File: src/rtl/core/iwd_pkg.sv
// ----------------------------------------------------------------------------
// iwd_pkg
// Shared types, opcode and function codes, mnemonic codes and reserved-field
// masks for the MIPS32 instruction word decoder.
// ----------------------------------------------------------------------------
`default_nettype none

package iwd_pkg;

    localparam int unsigned WORD_W  = 32;
    localparam int unsigned CODE_W  = 6;
    localparam int unsigned REG_W   = 5;
    localparam int unsigned IMM_W   = 16;
    localparam int unsigned TGT_W   = 26;
    localparam int unsigned FIELD_W = 6;

    // Result packing, first field in the low bits, padded to whole bytes.
    localparam int unsigned RES_BITS = CODE_W + 4 * REG_W + IMM_W + TGT_W;
    localparam int unsigned RES_W    = ((RES_BITS + 7) / 8) * 8;

    typedef logic [WORD_W-1:0]  t_word;
    typedef logic [CODE_W-1:0]  t_code;
    typedef logic [FIELD_W-1:0] t_field;

    // Opcodes (bits 31..26)
    localparam t_field OP_SPECIAL = 6'h00;
    localparam t_field OP_J       = 6'h02;
    localparam t_field OP_JAL     = 6'h03;
    localparam t_field OP_BEQ     = 6'h04;
    localparam t_field OP_BNE     = 6'h05;
    localparam t_field OP_ADDI    = 6'h08;
    localparam t_field OP_ADDIU   = 6'h09;
    localparam t_field OP_SLTI    = 6'h0a;
    localparam t_field OP_SLTIU   = 6'h0b;
    localparam t_field OP_ANDI    = 6'h0c;
    localparam t_field OP_ORI     = 6'h0d;
    localparam t_field OP_XORI    = 6'h0e;
    localparam t_field OP_LUI     = 6'h0f;
    localparam t_field OP_LB      = 6'h20;
    localparam t_field OP_LH      = 6'h21;
    localparam t_field OP_LW      = 6'h23;
    localparam t_field OP_LBU     = 6'h24;
    localparam t_field OP_LHU     = 6'h25;
    localparam t_field OP_SB      = 6'h28;
    localparam t_field OP_SH      = 6'h29;
    localparam t_field OP_SW      = 6'h2b;

    // Function codes (bits 5..0) under OP_SPECIAL
    localparam t_field FN_SLL     = 6'h00;
    localparam t_field FN_SRL     = 6'h02;
    localparam t_field FN_SRA     = 6'h03;
    localparam t_field FN_SLLV    = 6'h04;
    localparam t_field FN_SRLV    = 6'h06;
    localparam t_field FN_SRAV    = 6'h07;
    localparam t_field FN_JR      = 6'h08;
    localparam t_field FN_JALR    = 6'h09;
    localparam t_field FN_SYSCALL = 6'h0c;
    localparam t_field FN_MFHI    = 6'h10;
    localparam t_field FN_MTHI    = 6'h11;
    localparam t_field FN_MFLO    = 6'h12;
    localparam t_field FN_MTLO    = 6'h13;
    localparam t_field FN_MULT    = 6'h18;
    localparam t_field FN_MULTU   = 6'h19;
    localparam t_field FN_DIV     = 6'h1a;
    localparam t_field FN_DIVU    = 6'h1b;
    localparam t_field FN_ADD     = 6'h20;
    localparam t_field FN_ADDU    = 6'h21;
    localparam t_field FN_SUB     = 6'h22;
    localparam t_field FN_SUBU    = 6'h23;
    localparam t_field FN_AND     = 6'h24;
    localparam t_field FN_OR      = 6'h25;
    localparam t_field FN_XOR     = 6'h26;
    localparam t_field FN_NOR     = 6'h27;
    localparam t_field FN_SLT     = 6'h2a;
    localparam t_field FN_SLTU    = 6'h2b;

    // Mnemonic codes
    localparam t_code MN_UNKNOWN = 6'd0;
    localparam t_code MN_ADD     = 6'd1;
    localparam t_code MN_ADDU    = 6'd2;
    localparam t_code MN_AND     = 6'd3;
    localparam t_code MN_DIV     = 6'd4;
    localparam t_code MN_DIVU    = 6'd5;
    localparam t_code MN_JALR    = 6'd6;
    localparam t_code MN_JR      = 6'd7;
    localparam t_code MN_MFHI    = 6'd8;
    localparam t_code MN_MFLO    = 6'd9;
    localparam t_code MN_MTHI    = 6'd10;
    localparam t_code MN_MTLO    = 6'd11;
    localparam t_code MN_MULT    = 6'd12;
    localparam t_code MN_MULTU   = 6'd13;
    localparam t_code MN_NOR     = 6'd14;
    localparam t_code MN_OR      = 6'd15;
    localparam t_code MN_SLL     = 6'd16;
    localparam t_code MN_SLLV    = 6'd17;
    localparam t_code MN_SLT     = 6'd18;
    localparam t_code MN_SLTU    = 6'd19;
    localparam t_code MN_SRA     = 6'd20;
    localparam t_code MN_SRAV    = 6'd21;
    localparam t_code MN_SRL     = 6'd22;
    localparam t_code MN_SRLV    = 6'd23;
    localparam t_code MN_SUB     = 6'd24;
    localparam t_code MN_SUBU    = 6'd25;
    localparam t_code MN_SYSCALL = 6'd26;
    localparam t_code MN_XOR     = 6'd27;
    localparam t_code MN_J       = 6'd28;
    localparam t_code MN_JAL     = 6'd29;
    localparam t_code MN_ADDI    = 6'd30;
    localparam t_code MN_ADDIU   = 6'd31;
    localparam t_code MN_ANDI    = 6'd32;
    localparam t_code MN_ORI     = 6'd33;
    localparam t_code MN_XORI    = 6'd34;
    localparam t_code MN_LUI     = 6'd35;
    localparam t_code MN_SLTI    = 6'd36;
    localparam t_code MN_SLTIU   = 6'd37;
    localparam t_code MN_BEQ     = 6'd38;
    localparam t_code MN_BNE     = 6'd39;
    localparam t_code MN_LB      = 6'd40;
    localparam t_code MN_LBU     = 6'd41;
    localparam t_code MN_LH      = 6'd42;
    localparam t_code MN_LHU     = 6'd43;
    localparam t_code MN_LW      = 6'd44;
    localparam t_code MN_SB      = 6'd45;
    localparam t_code MN_SH      = 6'd46;
    localparam t_code MN_SW      = 6'd47;

    // Reserved fields that must be zero
    localparam t_word MSK_NONE    = 32'h0000_0000;
    localparam t_word MSK_SHAMT   = 32'h0000_07C0;
    localparam t_word MSK_RD_SH   = 32'h0000_FFC0;
    localparam t_word MSK_RT_SH   = 32'h001F_07C0;
    localparam t_word MSK_RTRDSH  = 32'h001F_FFC0;
    localparam t_word MSK_RSRT_SH = 32'h03FF_07C0;
    localparam t_word MSK_ALLLOW  = 32'h03FF_FFC0;
    localparam t_word MSK_RS      = 32'h03E0_0000;

endpackage : iwd_pkg

`default_nettype wire

File: src/rtl/core/iwd_classify.sv
// ----------------------------------------------------------------------------
// iwd_classify
// Combinational mnemonic lookup with per-mnemonic reserved-field check.
// ----------------------------------------------------------------------------
`default_nettype none

module iwd_classify
    import iwd_pkg::*;
(
    input  wire t_word i_word,
    output t_code      o_code
);

    t_field op;
    t_field fn;
    t_code  code_raw;
    t_word  zero_mask;

    assign op = i_word[31:26];
    assign fn = i_word[5:0];

    always_comb begin
        code_raw  = MN_UNKNOWN;
        zero_mask = MSK_NONE;
        if (op == OP_SPECIAL) begin
            unique case (fn)
                FN_ADD:     begin code_raw = MN_ADD;     zero_mask = MSK_SHAMT;   end
                FN_ADDU:    begin code_raw = MN_ADDU;    zero_mask = MSK_SHAMT;   end
                FN_AND:     begin code_raw = MN_AND;     zero_mask = MSK_SHAMT;   end
                FN_DIV:     begin code_raw = MN_DIV;     zero_mask = MSK_RD_SH;   end
                FN_DIVU:    begin code_raw = MN_DIVU;    zero_mask = MSK_RD_SH;   end
                FN_JALR:    begin code_raw = MN_JALR;    zero_mask = MSK_RT_SH;   end
                FN_JR:      begin code_raw = MN_JR;      zero_mask = MSK_RTRDSH;  end
                FN_MFHI:    begin code_raw = MN_MFHI;    zero_mask = MSK_RSRT_SH; end
                FN_MFLO:    begin code_raw = MN_MFLO;    zero_mask = MSK_RSRT_SH; end
                FN_MTHI:    begin code_raw = MN_MTHI;    zero_mask = MSK_RTRDSH;  end
                FN_MTLO:    begin code_raw = MN_MTLO;    zero_mask = MSK_RTRDSH;  end
                FN_MULT:    begin code_raw = MN_MULT;    zero_mask = MSK_RD_SH;   end
                FN_MULTU:   begin code_raw = MN_MULTU;   zero_mask = MSK_RD_SH;   end
                FN_NOR:     begin code_raw = MN_NOR;     zero_mask = MSK_SHAMT;   end
                FN_OR:      begin code_raw = MN_OR;      zero_mask = MSK_SHAMT;   end
                FN_SLL:     begin code_raw = MN_SLL;     zero_mask = MSK_NONE;    end
                FN_SLLV:    begin code_raw = MN_SLLV;    zero_mask = MSK_SHAMT;   end
                FN_SLT:     begin code_raw = MN_SLT;     zero_mask = MSK_SHAMT;   end
                FN_SLTU:    begin code_raw = MN_SLTU;    zero_mask = MSK_SHAMT;   end
                FN_SRA:     begin code_raw = MN_SRA;     zero_mask = MSK_NONE;    end
                FN_SRAV:    begin code_raw = MN_SRAV;    zero_mask = MSK_SHAMT;   end
                FN_SRL:     begin code_raw = MN_SRL;     zero_mask = MSK_NONE;    end
                FN_SRLV:    begin code_raw = MN_SRLV;    zero_mask = MSK_SHAMT;   end
                FN_SUB:     begin code_raw = MN_SUB;     zero_mask = MSK_SHAMT;   end
                FN_SUBU:    begin code_raw = MN_SUBU;    zero_mask = MSK_SHAMT;   end
                FN_SYSCALL: begin code_raw = MN_SYSCALL; zero_mask = MSK_ALLLOW;  end
                FN_XOR:     begin code_raw = MN_XOR;     zero_mask = MSK_SHAMT;   end
                default:    begin code_raw = MN_UNKNOWN; zero_mask = MSK_NONE;    end
            endcase
        end else begin
            unique case (op)
                OP_J:     begin code_raw = MN_J;       zero_mask = MSK_NONE; end
                OP_JAL:   begin code_raw = MN_JAL;     zero_mask = MSK_NONE; end
                OP_ADDI:  begin code_raw = MN_ADDI;    zero_mask = MSK_NONE; end
                OP_ADDIU: begin code_raw = MN_ADDIU;   zero_mask = MSK_NONE; end
                OP_ANDI:  begin code_raw = MN_ANDI;    zero_mask = MSK_NONE; end
                OP_ORI:   begin code_raw = MN_ORI;     zero_mask = MSK_NONE; end
                OP_XORI:  begin code_raw = MN_XORI;    zero_mask = MSK_NONE; end
                OP_LUI:   begin code_raw = MN_LUI;     zero_mask = MSK_RS;   end
                OP_SLTI:  begin code_raw = MN_SLTI;    zero_mask = MSK_NONE; end
                OP_SLTIU: begin code_raw = MN_SLTIU;   zero_mask = MSK_NONE; end
                OP_BEQ:   begin code_raw = MN_BEQ;     zero_mask = MSK_NONE; end
                OP_BNE:   begin code_raw = MN_BNE;     zero_mask = MSK_NONE; end
                OP_LB:    begin code_raw = MN_LB;      zero_mask = MSK_NONE; end
                OP_LBU:   begin code_raw = MN_LBU;     zero_mask = MSK_NONE; end
                OP_LH:    begin code_raw = MN_LH;      zero_mask = MSK_NONE; end
                OP_LHU:   begin code_raw = MN_LHU;     zero_mask = MSK_NONE; end
                OP_LW:    begin code_raw = MN_LW;      zero_mask = MSK_NONE; end
                OP_SB:    begin code_raw = MN_SB;      zero_mask = MSK_NONE; end
                OP_SH:    begin code_raw = MN_SH;      zero_mask = MSK_NONE; end
                OP_SW:    begin code_raw = MN_SW;      zero_mask = MSK_NONE; end
                default:  begin code_raw = MN_UNKNOWN; zero_mask = MSK_NONE; end
            endcase
        end
    end

    // Drop to unknown when any reserved bit is set
    assign o_code = ((i_word & zero_mask) != MSK_NONE) ? MN_UNKNOWN : code_raw;

endmodule : iwd_classify

`default_nettype wire

File: src/rtl/core/instruction_word_decoder.sv
// ----------------------------------------------------------------------------
// instruction_word_decoder
// MIPS32 instruction word classifier with stream input and output.
// ----------------------------------------------------------------------------
// Each 32-bit word taken on the input stream yields exactly one result
// transfer: a 6-bit mnemonic code (0 when the opcode or function code is not
// recognized or a reserved field is nonzero) followed by the raw rs, rt, rd,
// shamt, immediate and jump-target slices of the word. The block is a
// two-register pipe: an input register holds the accepted word, and one pass
// of decode logic fills the result register. Throughput is one word per
// cycle while the output does not stall. An accepted word moves from the
// input register through the decode logic into the result register, and
// leaves from there. Ready propagates from the output side back to the
// input, so a stall on the output holds the result stage, and the input
// stage once it is full; a full pipe accepts a new word in the same cycle
// the waiting result is taken. Reset clears only the valid flags.
// ----------------------------------------------------------------------------
`default_nettype none

module instruction_word_decoder
    import iwd_pkg::*;
(
    input  wire                i_clk,
    input  wire                i_rst_n,
    // Input stream: tdata = instr_word[31:0]
    input  wire                i_s_axis_tvalid,
    output logic               o_s_axis_tready,
    input  wire  [WORD_W-1:0]  i_s_axis_tdata,
    // Result stream: tdata = mnemonic_code[5:0], src_reg[10:6], tgt_reg[15:11],
    // dst_reg[20:16], shift_amount[25:21], immediate[41:26],
    // jump_target[67:42], zero pad[71:68]
    output logic               o_m_axis_tvalid,
    input  wire                i_m_axis_tready,
    output logic [RES_W-1:0]   o_m_axis_tdata
);

    // Input stage
    logic  r_in_valid;
    logic  n_in_valid;
    t_word r_in_word;

    // Result stage
    logic               r_out_valid;
    logic               n_out_valid;
    t_code              r_out_code;
    t_word              r_out_word;

    logic  out_free;
    logic  in_accept;
    logic  stage_adv;
    t_code dec_code;

    // Result stage can take a new entry when empty or being drained
    assign out_free        = !r_out_valid || i_m_axis_tready;
    assign o_s_axis_tready = !r_in_valid || out_free;
    assign in_accept       = i_s_axis_tvalid && o_s_axis_tready;
    assign stage_adv       = r_in_valid && out_free;

    iwd_classify u_classify (
        .i_word (r_in_word),
        .o_code (dec_code)
    );

    always_comb begin
        n_in_valid  = r_in_valid;
        n_out_valid = r_out_valid;
        if (o_s_axis_tready) begin
            n_in_valid = i_s_axis_tvalid;
        end
        if (out_free) begin
            n_out_valid = r_in_valid;
        end
    end

    always_ff @(posedge i_clk) begin
        if (!i_rst_n) begin
            r_in_valid  <= 1'b0;
            r_out_valid <= 1'b0;
        end else begin
            r_in_valid  <= n_in_valid;
            r_out_valid <= n_out_valid;
        end
    end

    // Payload: load on transfer, hold otherwise
    always_ff @(posedge i_clk) begin
        if (in_accept) begin
            r_in_word <= i_s_axis_tdata;
        end
        if (stage_adv) begin
            r_out_code <= dec_code;
            r_out_word <= r_in_word;
        end
    end

    assign o_m_axis_tvalid = r_out_valid;
    assign o_m_axis_tdata  = {
        {(RES_W - RES_BITS){1'b0}},
        r_out_word[TGT_W-1:0],     // jump_target
        r_out_word[IMM_W-1:0],     // immediate
        r_out_word[10:6],          // shift_amount
        r_out_word[15:11],         // dst_reg
        r_out_word[20:16],         // tgt_reg
        r_out_word[25:21],         // src_reg
        r_out_code                 // mnemonic_code
    };

`ifndef NO_ASSERTIONS
    // A decoded word always lands in the result stage on the next edge
    a_adv_fills_out: assert property (@(posedge i_clk) disable iff (!i_rst_n)
        stage_adv |=> r_out_valid)
        else $error("advanced item did not reach result stage");

    // Input side only stalls while both stages are occupied
    a_stall_full: assert property (@(posedge i_clk) disable iff (!i_rst_n)
        !o_s_axis_tready |-> (r_in_valid && r_out_valid && !i_m_axis_tready))
        else $error("input stalled with room in pipe");

    // syscall reports only with bits 25..6 clear
    a_syscall_clean: assert property (@(posedge i_clk) disable iff (!i_rst_n)
        (r_out_valid && r_out_code == MN_SYSCALL) |-> (r_out_word[25:6] == '0))
        else $error("syscall with reserved bits set");

    // lui reports only with rs clear
    a_lui_clean: assert property (@(posedge i_clk) disable iff (!i_rst_n)
        (r_out_valid && r_out_code == MN_LUI) |-> (r_out_word[25:21] == '0))
        else $error("lui with nonzero rs");
`endif

endmodule : instruction_word_decoder

`default_nettype wire
File: config.mk
export PLATFORM = sky130hd
export DESIGN_NAME = instruction_word_decoder
export DESIGN_NICKNAME = d
export VERILOG_FILES = /design/src/rtl/core/iwd_pkg.sv /design/src/rtl/core/iwd_classify.sv /design/src/rtl/core/instruction_word_decoder.sv
export SDC_FILE = /design/constraint.sdc
export NUM_CORES = 1
export LEC_CHECK = 0
export BUFFER_PORTS_ARGS = -buffer_cell sky130_fd_sc_hd__buf_2
export CORE_MARGIN = 4
export CORE_UTILIZATION = 53
export DETAILED_ROUTE_END_ITERATION = 12
export MAX_ROUTING_LAYER = met4
export PLACE_DENSITY_LB_ADDON = 0.3
export SYNTH_ARGS = -nofsm -noshare
export SYNTH_HDL_FRONTEND = slang
export SYNTH_HIERARCHICAL = 1
export SYNTH_MEMORY_MAX_BITS = 65536
export SYNTH_SLANG_ARGS = --single-unit
File: constraint.sdc
create_clock -name i_clk -period 3.8 [get_ports i_clk]
set_clock_uncertainty 0.1 [all_clocks]
set_input_delay 0.38 -clock i_clk [delete_from_list [all_inputs] [get_ports i_clk]]
set_output_delay 0.38 -clock i_clk [all_outputs]
set_load 0.1 [all_outputs]
==> results of run 1 <==
sequential cells by signal (all words and copies together) (netlist names):
name and flops:
r_out_word 26, r_out_code 6, r_in_word 32, r_in_valid 1
o_m_axis_tvalid 1
placed cells by master, fill, tap and decap left out, types with 2 or more instances in the layout:
master,n
nand2_1,8
bufinv_16,2
a21boi_1,2
a22oi_1,4
nor2_1,6
ha_1,13
or4_1,4
buf_2,105
o21ai_0,9
o22ai_1,3
nor2b_1,6
inv_1,11
edfxtp_1,64
a31oi_1,4
o31ai_1,2
nor2b_4,2
mux2_2,3
nor3_1,5
clkbuf_8,11
nor4_1,4
nand2b_1,8
a21oi_1,11
nand4_1,2
conb_1,4
o21a_1,4
dfxtp_1,2
logic make-up after synthesis:
logic type | count (synthesis)
fa+ha+maj | 13
buf+inv | 58
compound gates | 50
flops | 66
simple gates | 54
other cells | 1
mux | 3
stage by stage:
stage               instances  total power (W)  cell area, µm²  utilization [%]  setup slack (ns)
floorplan                 248          0.00124            3240                -             0.710
global placement          381          0.00128            3540             59.8              1.48
detailed placement        381          0.00129            3540             59.8              1.37
CTS                       397          0.00194            3770             63.7              1.35
global route              397          0.00199            3770             63.7              1.17
finish                    397          0.00192            3770             63.7              1.33
routing by layer:
layer	up-vias	GRT usage, %
met2	102	24.6
met5	-	-
met1	961	20.7
li1	1009	-
met4	0	6.62
met3	11	3.46
cell type report:
cell class	instances	share of cell area, %
flip-flops and latches	66	52.0
multi-input cells	124	24.4
repair buffers	105	13.9
clock buffers	12	4.11
well taps	75	2.49
clock inverters	4	1.96
inverters	11	1.09
worst max-delay path by stage:
stage,end,slack [ns],cells after the start
2_1_floorplan,r_in_word[0],0.71,2
3_3_place_gp,r_out_code[1],1.48,7
3_5_place_dp,r_out_code[3],1.37,7
4_1_cts,r_out_code[3],1.35,7
5_1_grt,r_out_code[3],1.17,7
6_report,r_out_code[3],1.33,7
critical path: cells and delay by family (launching register included):
family                   cells  cell delay [ns]
AND/OR/NAND/NOR              3             0.71
AO/OA/AOI/OAI                2             0.50
flip-flops                   1             0.46
adder cells (fa/ha/maj)      1             0.25
buffers and inverters        1             0.19
power breakdown:
part           internal (W)  total [W]  switching, W
Combinational     0.0000674   0.000392      0.000324
Clock              0.000407   0.000653      0.000246
Sequential         0.000845   0.000879     0.0000337
==> out/metrics.yaml, run 1 <==
core_area_um2: 5920
synth_compound_area_share_pct: 10.7
finalMaxSlewViolations: 0
relSlewSlack_pct: 35.0
synth_area_per_cell_um2: 13.2
place_congestion: 1.02
grt_max_degree: 33
via_per_inst: 5.25
grtUsageTotal_pct: 16.0
power.density_nw_per_um2: 510
netlist_area_um2: 3230
first_pass_iters: 5
wl_met3_um: 474
ctsHtreeMaxLevel: 3
synth_seq_cells: 66
netlist_instances: 245
ctsHoldBuffers: 0
drtIter0Drc: 248
synth_top_area_cell: "edfxtp_1"
drc: 0
cts_root_buf: "clkbuf_8"
hold_ws_ns: 0.129
hold_violations: 0
slowest_stage: "nor4_1"
synth_commonest_cells: "edfxtp_1, buf_4, ha_1, a21oi_1, inv_1"
fp.dieW_um: 86.1
r2r-end: "r_out_code[3]"
fin_nets: 366
hp-class: "input pin to flop"
seqCellArea_um2: 1960
crit_fanout: 6
min_from: "i_s_axis_tdata[8]"
synthAdderAreaFrac_pct: 5.03
antenna_found_initial: 0
holdPathStages: 1
worstMarginPinSlew_ns: 0.974
synth.top_cell.area_share_pct: 59.5
cp-start-kind: "flop"
cp.required_ns: 3.75
overflow: 0
whs_endpoint: "r_in_word[8]"
antenna_left: 0
netlist_top_cells_area: "edfxtp_1, buf_4, ha_1"
max_cap_viol_count: 0
worstSetupPathType: "flop to flop"
synth_edf_count: 64
clockBufferDepth: 2
nFillCells: 447
status: "finished clean"
power_leakage_nw: 1.57
antenna_cells: 0
yosysSeqAreaShare_pct: 60.7
top_level_ports: 110
top_layer_used: "met4"
first_global_vias: 1893
synth.area.mux_share_pct: 1.05
wire_per_inst_um: 15.0
worstRegToRegCells: 7
setup_tns_ns: 0
syn_to_final_growth_pct: 16.7
ys_types: 46
synthSimpleGateAreaFrac_pct: 10.6
crit_path_cell_trace: "inv_1 -> ha_1 -> nand2b_4 -> nor4_1 -> o221ai_2 -> o22ai_4 -> nor3_1"
grt_pass1_wl_mm: 8.84
clk_pin_slew_ns: 0.07
vdd_ir_drop_max_mv: 0.339
max_freq_mhz: 405
crit_path_start: "r_in_word[27]"
routed-wl-met2_mm: 2.97
clock_latency_ns: 0.32
setup_viol: 0
synth_top_family_by_area: "buffers and inverters"
end_kind: "flop"
multi_input_area_um2: 920
reg2reg_from: "r_in_word[27]"
floorplan.initialDensity_pct: 54.6
cts_buffers: 9
synthArstFlopShare_pct: 0
slowest_delay_ns: 0.54
drive_gt1_share_pct: 41.0
cts_tree: "done"
routed_wl_mm: 5.96
arrival_ns: 2.42
synth_xor_xnor_area_share_pct: 0
cts_resized: 0
fp-row-count: 28
met1Wirelength_mm: 2.43
yosys_warnings: 6
die_h_um: 86.1
rsz0062_at_grt: "no"
post-synth-top-count-cell: "edfxtp_1"
rrSetupSlack_ns: 1.33
design.die.area_um2: 7410
io_buffer_count: 105
clock-sinks: 66
post_cts_buffers: 0
yosys_most_used_dff: "edfxtp_1"
layout_min_cycle_time_ns: 2.47
post-dp-hpwl_mm: 4.37
fin_crit_sh_pct: 65.0
num_vias: 2083
Note: power is estimated with default switching activity, not from simulation.
==> run 2: changes to the inputs <==
- CORE_UTILIZATION: 53 -> 45
- clock period: 3.8 -> 2.17 ns (I/O delays scaled with it)
==> run 2 against run 1 <==
Effect of this change: fmax up 16%; worst setup slack worse by 1.3 ns; power grew 77%; sequential share of layout area shrank 6.9 points; utilization down 0.45 points; worst hold slack got worse by 0.062 ns; largest power group unchanged.
==> out/metrics.yaml, run 2 (synthesis gave the netlist of run 1 again) <==
p_seq_share_pct: 44.5  # -1.2 points
hold_violations: 0  # unchanged
worstRegToRegCells: 7  # unchanged
grt_pass1_wl_mm: 10.7  # +21%
post-dp-hpwl_mm: 4.77  # +9.1%
crit_path_start: "r_in_word[27]"
cts_buffers: 9  # unchanged
regMostFlops: "r_in_word"
layout_min_cycle_time_ns: 2.12  # -0.345 ns
cp-start-kind: "flop"
antenna_cells: 0  # unchanged
clock-sinks: 66  # unchanged
design.die.area_um2: 8600  # +16%
power.switching_w: 0.00110  # +82%
core_area_um2: 6870  # +16%
max_cap_viol_count: 0  # unchanged
io_buffer_count: 105  # unchanged
max_freq_mhz: 471  # +16%
slowest_stage: "or4b_4"
rrSetupSlack_ns: 0.05  # -1.28 ns
fin_nets: 426  # +16%
setup_viol: 0  # unchanged
final_design_area_no_fill_um2: 4340  # +15%
worstSetupPathType: "flop to flop"
endpoint: "r_out_code[4]"
clkPwrFrac_pct: 32.1  # -1.8 points
overflow: 0  # unchanged
utilization_pct: 63.2  # -0.45 points
placed_area_um2: 3750  # +5.9%
p_sw_share_pct: 32.3  # +0.89 points
grt_max_degree: 33  # unchanged
rsz0062_at_grt: "yes"
setup_slack_ns: 0.0468  # -1.28 ns
largestRegisters: "r_in_word x32, r_out_word x26, r_out_code x6"
place_congestion: 0.955  # -6.1%
top_level_ports: 110  # unchanged
ctsHtreeMaxLevel: 3  # unchanged
drc: 0  # unchanged
dp_slack_ns: 0.00933  # -1.36 ns
crit_cells: 7  # unchanged
largest_register_ffs: 32  # unchanged
fp.dieW_um: 92.7  # +7.7%
die_h_um: 92.7  # +7.7%
crit_fanout: 6  # unchanged
cts_tree: "done"
power_frac_comb_pct: 23.3  # +2.9 points
clk_pin_slew_ns: 0.07  # about the same
cp.required_ns: 2.15  # -1.60 ns
first_pass_iters: 4  # -1
fp-row-count: 30  # +7.1%
critPathBufInv: 1  # unchanged
wire_per_inst_um: 14.2  # -5.3%
clock_latency_ns: 0.33  # about the same
power_leakage_nw: 1.83  # +17%
final_cell_mix: "buf_2, edfxtp_1, dlygate4sd3_1"
vdd_ir_drop_max_mv: 0.470  # +39%
r2r-end: "r_out_code[4]"
hp-class: "input pin to flop"
reg2reg_from: "r_in_word[27]"
drive_gt1_share_pct: 42.9  # +1.9 points
drtIter0Drc: 135  # -46%
status: "finished clean"
antenna_left: 0  # unchanged
end_kind: "flop"
grtUsageTotal_pct: 16.6  # +0.54 points
routed_wl_mm: 6.80  # +14%
arrival_ns: 2.10  # -0.32 ns
syn_to_final_growth_pct: 34.5
crit_path_cell_trace: "inv_2 -> ha_4 -> nand2b_4 -> or4b_4 -> o21a_1 -> o22ai_4 -> nor3_1"
cts_root_buf: "clkbuf_8"
mostFrequentLayoutCell: "buf_2"
via_per_inst: 4.79  # -8.7%
first_global_vias: 2296  # +21%
clockBufferDepth: 2  # unchanged
p_int_w: 0.00231  # +75%
num_vias: 2289  # +9.9%
slowest_delay_ns: 0.48  # -0.06 ns
finalMaxSlewViolations: 0  # unchanged
cp_top_family: "simple AND/OR/NAND/NOR gates"
fin_crit_sh_pct: 97.8  # +33 points
power.density_nw_per_um2: 784  # +54%
antenna_found_initial: 0  # unchanged
floorplan.initialDensity_pct: 47.0  # -7.5 points
[run 2: power groups by stage]
stage	registers (W)	clock network [W]	logic, W
finish	0.00152	0.00109	0.000794
global route	0.00152	0.00118	0.000830
CTS	0.00152	0.00111	0.000785
detailed placement	0.00154	0	0.000739
global placement	0.00154	0	0.000734
floorplan	0.00175	0	0.000426
[run 2: cell type report]
class / instances / area [µm²]
clock inverters: 6 / 81.3
flip-flops and latches: 66 / 1960
clock buffers: 10 / 128
fillers: 528 / 2520
well taps: 96 / 120
repair buffers: 165 / 1060
multi-input cells: 124 / 953
inverters: 11 / 41.3
[run 2: through the flow]
step,total power [W],std cells,TNS [ns],hold slack [ns]
2_1_floorplan,0.00217,248,0,0.216
3_3_place_gp,0.00227,426,0,0.293
3_5_place_dp,0.00228,426,0,0.295
4_1_cts,0.00341,475,0,0.0572
5_1_grt,0.00354,478,-0.238,0.0875
6_report,0.00340,478,0,0.0668
[run 2: layer usage]
metal | up-vias | wire (µm) | GRT usage (%) | part of all wire (%)
li1 | 1128 | - | - | -
met1 | 1053 | 2890 | 19.7 | 43
met2 | 95 | 3370 | 27.2 | 50
met3 | 13 | 424 | 4.39 | 6.2
met4 | 0 | 112 | 6.23 | 1.6
met5 | - | 0 | - | 0
[run 2: repair_timing]
item | in CTS | in global routing
resized for setup | 0 | 6
hold buffers | 33 | 0
endpoints found under the hold margin | 33 | 0
setup endpoints to repair | 0 | 6
buffers inserted | 0 | 3
[run 2: worst min path at each step]
stage | start | end | slack [ns] | depth (start not counted)
final | i_s_axis_tvalid | r_in_valid | 0.07 | 3
after global routing | i_s_axis_tvalid | r_in_valid | 0.09 | 3
after CTS | i_s_axis_tvalid | r_in_valid | 0.06 | 3
after detailed placement | i_s_axis_tdata[23] | r_in_word[23] | 0.30 | 1
after global placement | i_s_axis_tdata[25] | r_in_word[25] | 0.29 | 1
after floorplan | i_s_axis_tdata[0] | r_in_word[0] | 0.22 | 0
[run 2: worst register-to-register path, delay by kind of cell, from the launching register on]
kind	cells	cell delay (ns)
adders and majority gates	1	0.15
DFF	1	0.40
buffers and inverters	1	0.10
AOI/OAI and AO/OA	2	0.47
and+or+nand+nor	3	0.64
